--- config.mk ---
export PLATFORM = sky130hd
export DESIGN_NAME = telemetry_frame_parser_unit
export DESIGN_NICKNAME = d
export VERILOG_FILES = /design/src/rtl/tfp_pkg.sv /design/src/rtl/telemetry_frame_parser_unit.sv
export SDC_FILE = /design/constraint.sdc
export NUM_CORES = 1
export LEC_CHECK = 0
export BUFFER_PORTS_ARGS = -buffer_cell sky130_fd_sc_hd__buf_4
export CAP_MARGIN = 30
export CORE_MARGIN = 3
export CORE_UTILIZATION = 45
export DETAILED_ROUTE_END_ITERATION = 16
export PLACE_DENSITY = 0.7
export SYNTH_ARGS = -nofsm -noshare
export SYNTH_HDL_FRONTEND = slang
export SYNTH_SLANG_ARGS = --single-unit
--- constraint.sdc ---
create_clock -name i_clk -period 2.3 [get_ports i_clk]
set_input_delay 0.345 -clock i_clk [delete_from_list [all_inputs] [get_ports i_clk]]
set_output_delay 0.345 -clock i_clk [all_outputs]
set_load 0.01 [all_outputs]
--- src/rtl/tfp_pkg.sv ---
// Shared constants and types for the telemetry frame parser.
package tfp_pkg;

    // Payload store sizing: an 'M' frame never holds more than 32 bytes.
    localparam int PAYLOAD_MAX = 32;
    localparam int RUN_CAP     = 32;
    localparam int LEN_CAP     = (PAYLOAD_MAX < RUN_CAP) ? PAYLOAD_MAX : RUN_CAP;
    localparam int ADDR_W      = $clog2(LEN_CAP);

    // Field widths
    localparam int BYTE_W = 8;
    localparam int LEN_W  = 6;
    localparam int IDX_W  = 5;

    localparam logic [LEN_W-1:0] LEN_CAP_V = LEN_W'(LEN_CAP);
    localparam logic [LEN_W-1:0] LEN_RESET = 6'd16;

    // Frame marker bytes
    localparam logic [BYTE_W-1:0] CH_START = 8'h24;  // '$'
    localparam logic [BYTE_W-1:0] CH_TAG   = 8'h54;  // 'T'
    localparam logic [BYTE_W-1:0] CH_MTYPE = 8'h4D;  // 'M'

    // Parser phases
    typedef enum logic [2:0] {
        PH_START   = 3'd0,
        PH_TAG     = 3'd1,
        PH_TYPE    = 3'd2,
        PH_PAYLOAD = 3'd3,
        PH_CHECK   = 3'd4,
        PH_RUN     = 3'd5
    } t_phase;

endpackage

--- src/rtl/telemetry_frame_parser_unit.sv ---
// Telemetry frame parser: byte-wise frame state machine with payload memory and result run.
//
//  channel   direction  handshake                 payload
//  input     in         i_in_valid / o_in_stall   i_rx_byte
//  output    out        o_out_valid / i_out_stall o_frame_type .. o_last_of_run
//  config    in         i_cfg_wr_en               i_cfg_wr_data
//
// One received byte is taken per cycle while the parser is hunting or reading a frame.
// The checksum byte of an 'M' frame starts a run of N results (N payload bytes), read
// from the payload memory one per cycle unless output stalls; input is stalled for the run.
// A checksum byte is also stalled while a previous result still waits in the output reg.
// Synchronous active-low reset clears the parser state; the payload memory is not cleared.
module telemetry_frame_parser_unit (
    input  logic                        i_clk,
    input  logic                        i_rst_n,
    // configuration
    input  logic                        i_cfg_wr_en,
    input  logic [tfp_pkg::LEN_W-1:0]   i_cfg_wr_data,
    // input channel
    input  logic                        i_in_valid,
    output logic                        o_in_stall,
    input  logic [tfp_pkg::BYTE_W-1:0]  i_rx_byte,
    // output channel
    output logic                        o_out_valid,
    input  logic                        i_out_stall,
    output logic [tfp_pkg::BYTE_W-1:0]  o_frame_type,
    output logic                        o_checksum_ok,
    output logic                        o_has_data,
    output logic [tfp_pkg::IDX_W-1:0]   o_byte_index,
    output logic [tfp_pkg::BYTE_W-1:0]  o_payload_byte,
    output logic                        o_last_of_run
);

    tfp_pkg::t_phase r_phase, n_phase;

    logic [tfp_pkg::LEN_W-1:0]  r_cfg_len;
    logic [tfp_pkg::LEN_W-1:0]  r_len;
    logic [tfp_pkg::LEN_W-1:0]  r_byte_count;
    logic [tfp_pkg::BYTE_W-1:0] r_xor;
    logic [tfp_pkg::BYTE_W-1:0] r_type;
    logic                       r_ok;

    // run sequencing
    logic [tfp_pkg::LEN_W-1:0]  r_run_len;
    logic [tfp_pkg::LEN_W-1:0]  r_issue_idx;
    logic                       r_rd_vld;
    logic [tfp_pkg::IDX_W-1:0]  r_rd_idx;
    logic                       r_rd_last;

    // payload memory
    logic [tfp_pkg::BYTE_W-1:0] r_mem [tfp_pkg::LEN_CAP];
    logic [tfp_pkg::BYTE_W-1:0] r_mem_q;

    // output register
    logic                       r_out_valid;
    logic [tfp_pkg::BYTE_W-1:0] r_out_type;
    logic                       r_out_ok;
    logic                       r_out_has_data;
    logic [tfp_pkg::IDX_W-1:0]  r_out_idx;
    logic [tfp_pkg::BYTE_W-1:0] r_out_byte;
    logic                       r_out_last;

    logic                       w_in_stall;
    logic                       w_acc;
    logic                       w_mem_we;
    logic                       w_chk_fire;
    logic                       w_out_free;
    logic                       w_load;
    logic                       w_issue;
    logic                       w_run_done;
    logic                       w_is_m;
    logic [tfp_pkg::LEN_W-1:0]  w_cnt_inc;

    assign w_acc      = i_in_valid && !w_in_stall;
    assign w_out_free = !r_out_valid || !i_out_stall;
    assign w_load     = r_rd_vld && w_out_free;
    assign w_cnt_inc  = r_byte_count + tfp_pkg::LEN_W'(1);
    assign w_is_m     = (r_type == tfp_pkg::CH_MTYPE);

    // Next phase
    always_comb begin
        n_phase = r_phase;
        case (r_phase)
            tfp_pkg::PH_START: begin
                if (w_acc && i_rx_byte == tfp_pkg::CH_START) n_phase = tfp_pkg::PH_TAG;
            end
            tfp_pkg::PH_TAG: begin
                if (w_acc && i_rx_byte == tfp_pkg::CH_TAG) n_phase = tfp_pkg::PH_TYPE;
            end
            tfp_pkg::PH_TYPE: begin
                if (w_acc) n_phase = tfp_pkg::PH_PAYLOAD;
            end
            tfp_pkg::PH_PAYLOAD: begin
                if (w_acc && w_cnt_inc >= r_len) n_phase = tfp_pkg::PH_CHECK;
            end
            tfp_pkg::PH_CHECK: begin
                if (w_acc) n_phase = w_is_m ? tfp_pkg::PH_RUN : tfp_pkg::PH_START;
            end
            tfp_pkg::PH_RUN: begin
                if (w_run_done) n_phase = tfp_pkg::PH_START;
            end
            default: begin
                n_phase = tfp_pkg::PH_START;
            end
        endcase
    end

    // Phase-driven controls
    always_comb begin
        w_in_stall = 1'b0;
        w_mem_we   = 1'b0;
        w_chk_fire = 1'b0;
        w_issue    = 1'b0;
        w_run_done = 1'b0;
        case (r_phase)
            tfp_pkg::PH_PAYLOAD: begin
                w_mem_we = w_acc;
            end
            tfp_pkg::PH_CHECK: begin
                // the checksum byte needs the output register free
                w_in_stall = r_out_valid;
                w_chk_fire = w_acc;
            end
            tfp_pkg::PH_RUN: begin
                w_in_stall = 1'b1;
                w_issue    = (r_issue_idx != r_run_len) && (!r_rd_vld || w_load);
                w_run_done = (r_issue_idx == r_run_len) && (!r_rd_vld || w_load);
            end
            default: begin
                w_in_stall = 1'b0;
            end
        endcase
    end

    assign o_in_stall = w_in_stall;

    // Control registers
    always_ff @(posedge i_clk) begin
        if (!i_rst_n) begin
            r_phase      <= tfp_pkg::PH_START;
            r_cfg_len    <= tfp_pkg::LEN_RESET;
            r_len        <= '0;
            r_byte_count <= '0;
            r_xor        <= '0;
            r_type       <= '0;
            r_rd_vld     <= 1'b0;
            r_out_valid  <= 1'b0;
        end else begin
            r_phase <= n_phase;
            if (i_cfg_wr_en) r_cfg_len <= i_cfg_wr_data;

            // type byte opens the payload
            if (r_phase == tfp_pkg::PH_TYPE && w_acc) begin
                if (i_rx_byte == tfp_pkg::CH_MTYPE) begin
                    r_len <= (r_cfg_len > tfp_pkg::LEN_CAP_V) ? tfp_pkg::LEN_CAP_V : r_cfg_len;
                end
                r_type       <= i_rx_byte;
                r_byte_count <= '0;
                r_xor        <= '0;
            end

            if (w_mem_we) begin
                r_xor        <= r_xor ^ i_rx_byte;
                r_byte_count <= w_cnt_inc;
            end

            // memory read stage
            if (w_issue) r_rd_vld <= 1'b1;
            else if (w_load) r_rd_vld <= 1'b0;

            // output register
            if (w_chk_fire && !w_is_m) r_out_valid <= 1'b1;
            else if (w_load) r_out_valid <= 1'b1;
            else if (!i_out_stall) r_out_valid <= 1'b0;
        end
    end

    // Run bookkeeping and output payload
    always_ff @(posedge i_clk) begin
        if (w_chk_fire) begin
            r_ok        <= (i_rx_byte == r_xor);
            r_run_len   <= r_byte_count;
            r_issue_idx <= '0;
        end else if (w_issue) begin
            r_issue_idx <= r_issue_idx + tfp_pkg::LEN_W'(1);
        end

        if (w_issue) begin
            r_rd_idx  <= r_issue_idx[tfp_pkg::IDX_W-1:0];
            r_rd_last <= (r_issue_idx + tfp_pkg::LEN_W'(1) == r_run_len);
        end

        if (w_chk_fire && !w_is_m) begin
            r_out_type     <= r_type;
            r_out_ok       <= (i_rx_byte == r_xor);
            r_out_has_data <= 1'b0;
            r_out_idx      <= '0;
            r_out_byte     <= '0;
            r_out_last     <= 1'b1;
        end else if (w_load) begin
            r_out_type     <= r_type;
            r_out_ok       <= r_ok;
            r_out_has_data <= 1'b1;
            r_out_idx      <= r_rd_idx;
            r_out_byte     <= r_mem_q;
            r_out_last     <= r_rd_last;
        end
    end

    // Payload memory: written during payload, read during the run
    always_ff @(posedge i_clk) begin
        if (w_mem_we) r_mem[r_byte_count[tfp_pkg::ADDR_W-1:0]] <= i_rx_byte;
        if (w_issue) r_mem_q <= r_mem[r_issue_idx[tfp_pkg::ADDR_W-1:0]];
    end

    assign o_out_valid    = r_out_valid;
    assign o_frame_type   = r_out_type;
    assign o_checksum_ok  = r_out_ok;
    assign o_has_data     = r_out_has_data;
    assign o_byte_index   = r_out_idx;
    assign o_payload_byte = r_out_byte;
    assign o_last_of_run  = r_out_last;

endmodule

-- After elaboration in Yosys (flattened, before gate mapping)
Memories as Yosys holds them, arrays and structs flattened. A register that Yosys moved wholly into a read port is not among the register bits.
Cells that the tools add are included.
- flip-flop bits (word level): 82
- bits in latches: 0
- memory bits (writable): 256
- ROM bits: 0
- input port bits: 19
- output and inout port bits: 26
- logic and storage cells: 96
- memories: 1
- add/subtract/negate cells: 2
- multiply operators: 0
- divide/modulo/power cells: 0
- order comparisons: 2
- equality and inequality tests: 20
- shift operators: 0
- muxes and demuxes: 29
- bitwise gates (word level): 1
- reduce and logical (&&, ||, !) cells: 22
- memories (name ; words ; bits a word ; rd ports ; clocked after memory_dff ; write ports ; RTL line ; RTL):
    r_mem ; 32 ; 8 ; 1 ; 1 ; 1 ; telemetry_frame_parser_unit.sv:51 ; logic [tfp_pkg::BYTE_W-1:0] r_mem [tfp_pkg::LEN_CAP];
- operators by type and width (cell ; count):
    $mux W8 ; 4
    $eq A8 B7 Y1 const B ; 3
    $mux W3 ; 7
    $mux W6 ; 3
    $pmux W3 S6 ; 1
    $mux W1 ; 13
    $add A6 B1 Y6 const B ; 2
    $eq A6 B6 Y1 ; 2
    $ne A2 B2 Y1 const B ; 6
    $logic_and A1 B1 Y1 ; 9
    $eq A8 B6 Y1 const B ; 1
    $eq A8 B8 Y1 ; 1
    $xor A8 B8 Y8 ; 1
    $eq A3 B2 Y1 const B ; 2
    $eq A3 B3 Y1 const B ; 2
    $ge A6 B6 Y1 ; 1
    $gt A6 B6 Y1 const B ; 1
    $ne A6 B6 Y1 ; 1
    $reduce_and A6 Y1 ; 1
    $reduce_bool A2 Y1 ; 3
    $logic_not A1 Y1 ; 5
    $eq A3 B1 Y1 const B ; 1
    $logic_not A3 Y1 ; 1
    $ne A3 B1 Y1 const B ; 1
    other kinds (3) ; 4

-- Logic depth before layout (Yosys ltp)
Gate-level depths: netlist (run 1).
- depth in word-level cells: 8
- mapped depth: 9
- mapped depth without buffers: 9

-- Worst setup path after synthesis (run 1)
No wires, ideal clock.
- path kind: reg2reg
- start: reg r_issue_idx[1] (netlist bit)
- end: reg r_mem_q[7] (netlist bit), read port of r_mem (data pin)
- setup time: 260 ps
- arrival: 2093 ps
- data required time: 2040 ps
- slack: -53 ps
- stages on the path, launching flop included: 7
- path buffers: 3
- clock period less this slack: 2353 ps
- path through: dfxtp_1 > clkbuf_1 > buf_2 > buf_1 > mux4_2 > mux4_2 > mux2_2
- cells in the longest elaborated chain, start to end: 3
- ends and longest elaborated chain (what ; RTL line ; RTL):
    start: declaration ; telemetry_frame_parser_unit.sv:45 ; logic [tfp_pkg::LEN_W-1:0] r_issue_idx;
    start signal: assignment ; telemetry_frame_parser_unit.sv:185 ; r_issue_idx <= r_issue_idx + tfp_pkg::LEN_W'(1);
    $ne A6 B6 Y1 ; telemetry_frame_parser_unit.sv:126 ; w_issue = (r_issue_idx != r_run_len) && (!r_rd_vld || w_load);
    $logic_and A1 B1 Y1 ; telemetry_frame_parser_unit.sv:126 ;
    $mux W1 ; telemetry_frame_parser_unit.sv:115 ; case (r_phase)
    end: declaration ; telemetry_frame_parser_unit.sv:52 ; logic [tfp_pkg::BYTE_W-1:0] r_mem_q;
Parallel ways exist; a longest one is shown, timed or not.
A chain may end at the register's enable or synchronous reset.

-- Final worst setup path (run 1)
- start: reg r_issue_idx[0] (netlist bit)
- end: reg r_mem_q[5] (netlist bit), read port of r_mem (data pin)
Same word-level chain as after synthesis.

==> results.toml, run 1 <==
[setup_path]
regToRegStartpoint = "r_issue_idx[0]"
crit_path_start_kind = "register"
cp_num_cells = 6
critPathTopFamily = "multiplexers"
end_kind = "register"
r2r_cells = 6
cp_max_fo = 5
critical-path-slowest-cell = "mux4_2"
crit_type = "register to register"
critical_path_arrival_ns = 2.63
critical_path_buf_inv_count = 3
crit_required_ns = 2.57
max_stage_delay_ns = 0.52
reg2reg_slack_ns = -0.07
rr_endpoint = "r_mem_q[5]"
crit_chain = "buf_12 > buf_12 > buf_4 > mux4_2 > mux4_2 > mux2_2"

[hold_path]
hold_end = "r_cfg_len[4]"
min_from = "i_rst_n"
hold_class = "input port to register"
min_path_cells = 2

[cells_and_area]
final_cell_mix = "286 x edfxtp_1, 115 x buf_4, 79 x nand2_1"
n_antenna_cell = 0
fin_util_pct = 54.9
drive_gt1_share_pct = 28.0
nets = 971
mostFrequentLayoutCell = "edfxtp_1"
area_growth_pct = 19.0

[synthesis]
synthArstFlopShare_pct = 0
yosys_warnings = 0
synth.distinct_cells = 49
yosys_most_used_dff = "edfxtp_1"
synthesis.area_um2 = 13800
ys_seq_elements = 346
syn_inst = 812
synth_nets = 842
synth_edf_count = 286
synth.avg_cell_area_um2 = 17.0
synth_seq_area_share_pct = 70.8

[clock_tree]
tritoncts = "done"
cts_buffer_depth = 3
clock-sinks = 346
clkSlewWorstSetupHoldPaths_ns = 0.06
cts_hold_buf = 0
clkLatencyLatePin_ns = 0.52
htree_num_levels = 2
clock-root-buffer = "clkbuf_16"
cts_buffers = 36

[floorplanning]
dieArea_um2 = 32800
die_x_um = 181
boundaryPins = 45
start_util_pct = 46.1
num_rows = 63
coreArea_um2 = 30000
die_h_um = 181

[sta]
rsz0062_at_grt = "true"
final.min_clock_period_ns = 2.37
max_freq_ghz = 0.423
drv_slew = 0
setup_viol = 1
worst_slew_pin_slew_ns = 0.852
final_hold_viol_count = 0
relSlewSlack_pct = 42.5
fin_crit_sh_pct = 103
fin_ws_ns = -0.0655
tns_ns = -0.0655
finClkSkew_ns = 0.0203

[run]
cap_violations = 0

[global_route]
grt_usage_pct = 18.3
gr-total-overflow = 0
grt_max_degree = 38
grt_pass1_wl_mm = 46.0
antenna_found_initial = 0
first_global_vias = 7597

[placed_design]
post-place-ws_ns = -0.0623
port-buffer-count = 44
gp_congestion = 0.811
hpwl_mm = 18.7

[detailed_routing]
antenna_left = 0
routedWlPerCell_um = 22.4
dr_total_vias = 7540
drc = 0
viasPerCell = 5.55
totalWireLength_mm = 30.4
firstDrtPassIters = 5
drt_iter0_markers = 736

[power_and_ir_drop]
p_leak_nw = 5.53
power_frac_seq_pct = 53.3
p_per_area_nw_per_um2 = 779
combPwrFrac_pct = 4.2
switching_share_pct = 20.1
p_clk_share_pct = 42.5
ir_worst_vdd_mv = 0.444
p_switching_mw = 2.57
internal_power_mw = 10.2

[run_status]
status = "finished with violations"
violations = "negative setup slack"
==> sequential cells by signal, indices dropped and copies added, names as in the netlist, 3 cells and up <==
| register | cells |
|---|---|
| r_phase | 3 |
| r_rd_idx | 5 |
| r_len | 6 |
| r_cfg_len | 6 |
| r_byte_count | 6 |
| r_issue_idx | 6 |
| r_xor | 8 |
| o_payload_byte | 8 |
| r_mem_q | 8 |
| r_type | 8 |
| o_frame_type | 8 |
| o_byte_index | 5 |
| r_mem | 256 |
| r_run_len | 6 |
==> routing by layer <==
| metal | track usage (%) | vias to the layer above | routed length, µm |
|---|---|---|---|
| li1 | - | 3425 | - |
| met1 | 25.6 | 3811 | 12700 |
| met2 | 30.8 | 264 | 15400 |
| met3 | 2.60 | 40 | 1670 |
| met4 | 4.11 | 0 | 550 |
| met5 | 0 | - | 0 |
==> cell usage after synthesis (4+ instances only) <==
cell type | number | area [µm²]
xnor2_1 | 16 | 140
nand3b_1 | 14 | 105
ha_1 | 11 | 138
a21oi_1 | 50 | 250
clkbuf_1 | 25 | 93.8
mux4_1 | 11 | 289
o21ai_0 | 8 | 40.0
nand3_1 | 15 | 75.1
nand4_1 | 6 | 37.5
dfxtp_1 | 60 | 1200
buf_2 | 7 | 35.0
or3b_1 | 4 | 35.0
buf_1 | 4 | 15.0
inv_1 | 11 | 41.3
mux2i_1 | 11 | 110
xor2_1 | 8 | 70.1
nand2_1 | 79 | 297
nor2_1 | 63 | 236
edfxtp_1 | 286 | 8590
mux2_2 | 8 | 90.1
mux4_2 | 69 | 1550
==> area by class of cell <==
cell class,count,area [µm²]
multi-input cells,414,3780
inverters,12,45.0
flip-flops and latches,346,9800
fillers,2304,13500
clock inverters,18,125
repair buffers,131,1210
well taps,390,488
clock buffers,48,988
==> how the worst max path moves through the flow <==
stage | from | end | slack (ns)
finish | r_issue_idx[0] | r_mem_q[5] | -0.07
global route | r_issue_idx[0] | r_mem_q[5] | -0.09
CTS | r_issue_idx[0] | r_mem_q[2] | 0.007
detailed placement | i_rx_byte[4] | r_len[0] | -0.06
global placement | i_rx_byte[4] | r_len[0] | -0.09
floorplan | r_issue_idx[0] | r_mem_q[7] | 0.08
==> power groups by stage <==
| stage | Clock, mW | Sequential, mW | Combinational (mW) |
|---|---|---|---|
| floorplan | 0 | 6.97 | 0.241 |
| global placement | 0 | 6.96 | 0.474 |
| detailed placement | 0 | 6.96 | 0.490 |
| CTS | 5.54 | 6.83 | 0.506 |
| global route | 5.82 | 6.82 | 0.582 |
| finish | 5.44 | 6.82 | 0.540 |
==> per-stage QoR <==
stage | power (mW) | cells | hold WS [ns] | instance area (µm²)
global placement | 7.43 | 1283 | 0.441 | 15100
CTS | 12.9 | 1352 | 0.00674 | 16300
finish | 12.8 | 1359 | 0.0213 | 16400
floorplan | 7.21 | 812 | 0.406 | 13800
detailed placement | 7.45 | 1284 | 0.441 | 15200
global route | 13.2 | 1359 | 0.0217 | 16400
==> worst register-to-register path: stages (launching register included) <==
cell	delay [ns]
dfxtp_4	0.41
buf_12	0.14
buf_12	0.12
buf_4	0.12
mux4_2	0.52
mux4_2	0.52
mux2_2	0.28
==> timing repair <==
action | 4_1_cts | 5_1_grt
hold endpoints to repair | 0 | 0
buffers inserted | 1 | 5
gates resized for setup | 1 | 9
setup endpoints to repair | 1 | 8
gates cloned | 1 | 3
==> cells by family after synthesis <==
family	Yosys count	share of synthesized area, %
AOI/OAI and AO/OA	74	3.03
xor gates and xnor gates	24	1.52
adders and majority gates	11	0.996
buffers and inverters	52	1.78
DFF	346	70.8
muxes	99	14.8
and+or+nand+nor	206	7.04
(Power assumes the default switching activity.)
==> run 2: changes to the inputs <==
Settings changed: PLACE_DENSITY 0.7 to 0.68.
Clock period 2.3 ns to 3 ns, I/O delays scaled along.
==> run 2 against run 1 <==
The flow now finishes without violations; non-clock buffer count down 29; sequential power down 23%; first-iteration DRC count down 4.8%; sequential share of layout area up 1.5 points; utilization down 1.4 points; final area down 2.5%; via count down 0.70%.
==> results.toml, run 2 (same netlist as run 1, synthesis figures left out) <==
[run_status]
status = "finished clean"

[setup_path]
crit_chain = "ha_1 > nand3_1 > xnor2_1 > ha_1 > and4_1 > nor3_1 > o221ai_1 > o2111a_1 > o21a_1"
crit_path_start_kind = "register"
r2r_cells = 9
crit_type = "register to register"
crit_required_ns = 3.40
cp_max_fo = 8
max_stage_delay_ns = 0.50
end_kind = "register"
critical-path-slowest-cell = "dfxtp_1"
cpMostUsedCell = "ha_1"
reg2reg_slack_ns = 0.47
critical_path_arrival_ns = 2.93
regToRegStartpoint = "r_byte_count[0]"
rr_endpoint = "r_phase[0]"

[detailed_routing]
routedWlPerCell_um = 22.4
dr_total_vias = 7487
drt_iter0_markers = 701
totalWireLength_mm = 29.8
firstDrtPassIters = 5
drc = 0
viasPerCell = 5.64
antenna_left = 0

[hold_path]
min_path_cells = 2
hold_class = "input port to register"
hold_end = "r_cfg_len[4]"
min_from = "i_rst_n"

[global_route]
grt_usage_pct = 18.3
gr-total-overflow = 0
antenna_found_initial = 0
grt_max_degree = 71
first_global_vias = 7531
grt_pass1_wl_mm = 45.7

[clock_tree]
htree_num_levels = 2
clock-sinks = 346
tritoncts = "done"
clock-root-buffer = "clkbuf_16"
clkLatencyLatePin_ns = 0.50
ctsResizeCount = 0
cts_setup_buffers = 0
cts_buffer_depth = 3
cts_hold_buf = 0
clkSlewWorstSetupHoldPaths_ns = 0.06
cts_buffers = 36

[placed_design]
port-buffer-count = 44
hpwl_mm = 18.4
dp_cells = 1264
gp_congestion = 0.826

[cells_and_area]
layoutNonFillerInstCount = 1328
largest_reg_flops = 256
nFillCells = 2388
n_antenna_cell = 0
drive_gt1_share_pct = 24.8
area_growth_pct = 16.0
fin_util_pct = 53.5
nets = 942
final_cell_mix = "286 x edfxtp_1, 99 x buf_4, 79 x nand2_1"
mostFrequentLayoutCell = "edfxtp_1"

[floorplanning]
coreArea_um2 = 30000
dieArea_um2 = 32800
num_rows = 63
boundaryPins = 45
die_h_um = 181
die_x_um = 181
start_util_pct = 46.1

[sta]
relSlewSlack_pct = 37.5
tns_ns = 0
drv_slew = 0
rsz0062_at_grt = "false"
fin_crit_sh_pct = 84.4
final.min_clock_period_ns = 2.53
worst_slew_pin_slew_ns = 0.925
finClkSkew_ns = 0.00818
max_freq_ghz = 0.395
setup_viol = 0
final_hold_viol_count = 0

[power_and_ir_drop]
totalPowerFinal_mw = 9.82
ir_worst_vdd_mv = 0.423
p_per_area_nw_per_um2 = 612
p_leak_nw = 5.33

[run]
cap_violations = 0
==> run 2: cell types whose count changed in the layout (fill, tap and decap cells not counted), sizes merged <==
cell | previous run | this run
buf | 128 | 102
bufinv | 1 | 3
clkbuf | 51 | 44
clkinvlp | 1 | 0
inv | 11 | 12
==> run 2: per-stage QoR <==
| stage | cell area, µm² | worst slack, ns | hold WS (ns) |
|---|---|---|---|
| floorplan | 13800 | 0.647 | 0.406 |
| global placement | 14900 | 0.479 | 0.436 |
| detailed placement | 14900 | 0.519 | 0.442 |
| CTS | 16000 | 0.501 | 0.117 |
| global route | 16000 | 0.324 | 0.132 |
| finish | 16000 | 0.468 | 0.133 |
==> run 2: how the worst max path moves through the flow <==
stage,endpoint,from,slack [ns]
2_1_floorplan,r_mem_q[7],r_issue_idx[1],0.65
3_3_place_gp,r_phase[0],r_byte_count[0],0.48
3_5_place_dp,r_phase[0],r_byte_count[0],0.52
4_1_cts,r_phase[0],r_byte_count[0],0.50
5_1_grt,r_phase[0],r_byte_count[0],0.32
6_report,r_phase[0],r_byte_count[0],0.47
==> run 2: where the power goes <==
group | switching (mW) | total, mW | leakage (nW) | internal (mW)
Sequential | 0.0206 | 5.23 | 3.10 | 5.21
Clock | 1.72 | 4.24 | 0.553 | 2.51
Combinational | 0.184 | 0.349 | 1.68 | 0.165
==> run 2: routing by layer <==
metal,global-route usage [%],vias up,wire length [µm]
li1,-,3372,-
met1,25.5,3814,12500
met2,30.0,243,14700
met3,3.26,58,1870
met4,4.84,0,717
met5,0,-,0
==> run 2: area by class of cell <==
cell class / count / area [µm²] / share of cell area [%]
Clock buffer: 44 / 952 / 5.94
Clock inverter: 20 / 168 / 1.05
Sequential cell: 346 / 9790 / 61.1
Inverter: 12 / 45.0 / 0.281
Timing Repair Buffer: 102 / 803 / 5.01
Tap cell: 390 / 488 / 3.04
Multi-Input combinational cell: 414 / 3780 / 23.6
==> run 2: worst max-delay path, delay by kind of cell (launching register included) <==
kind            cells  cell delay (ns)
flops               1             0.50
xor+xnor            1             0.25
fa+ha+maj           2             0.64
simple gates        3             0.44
compound gates      3             0.59
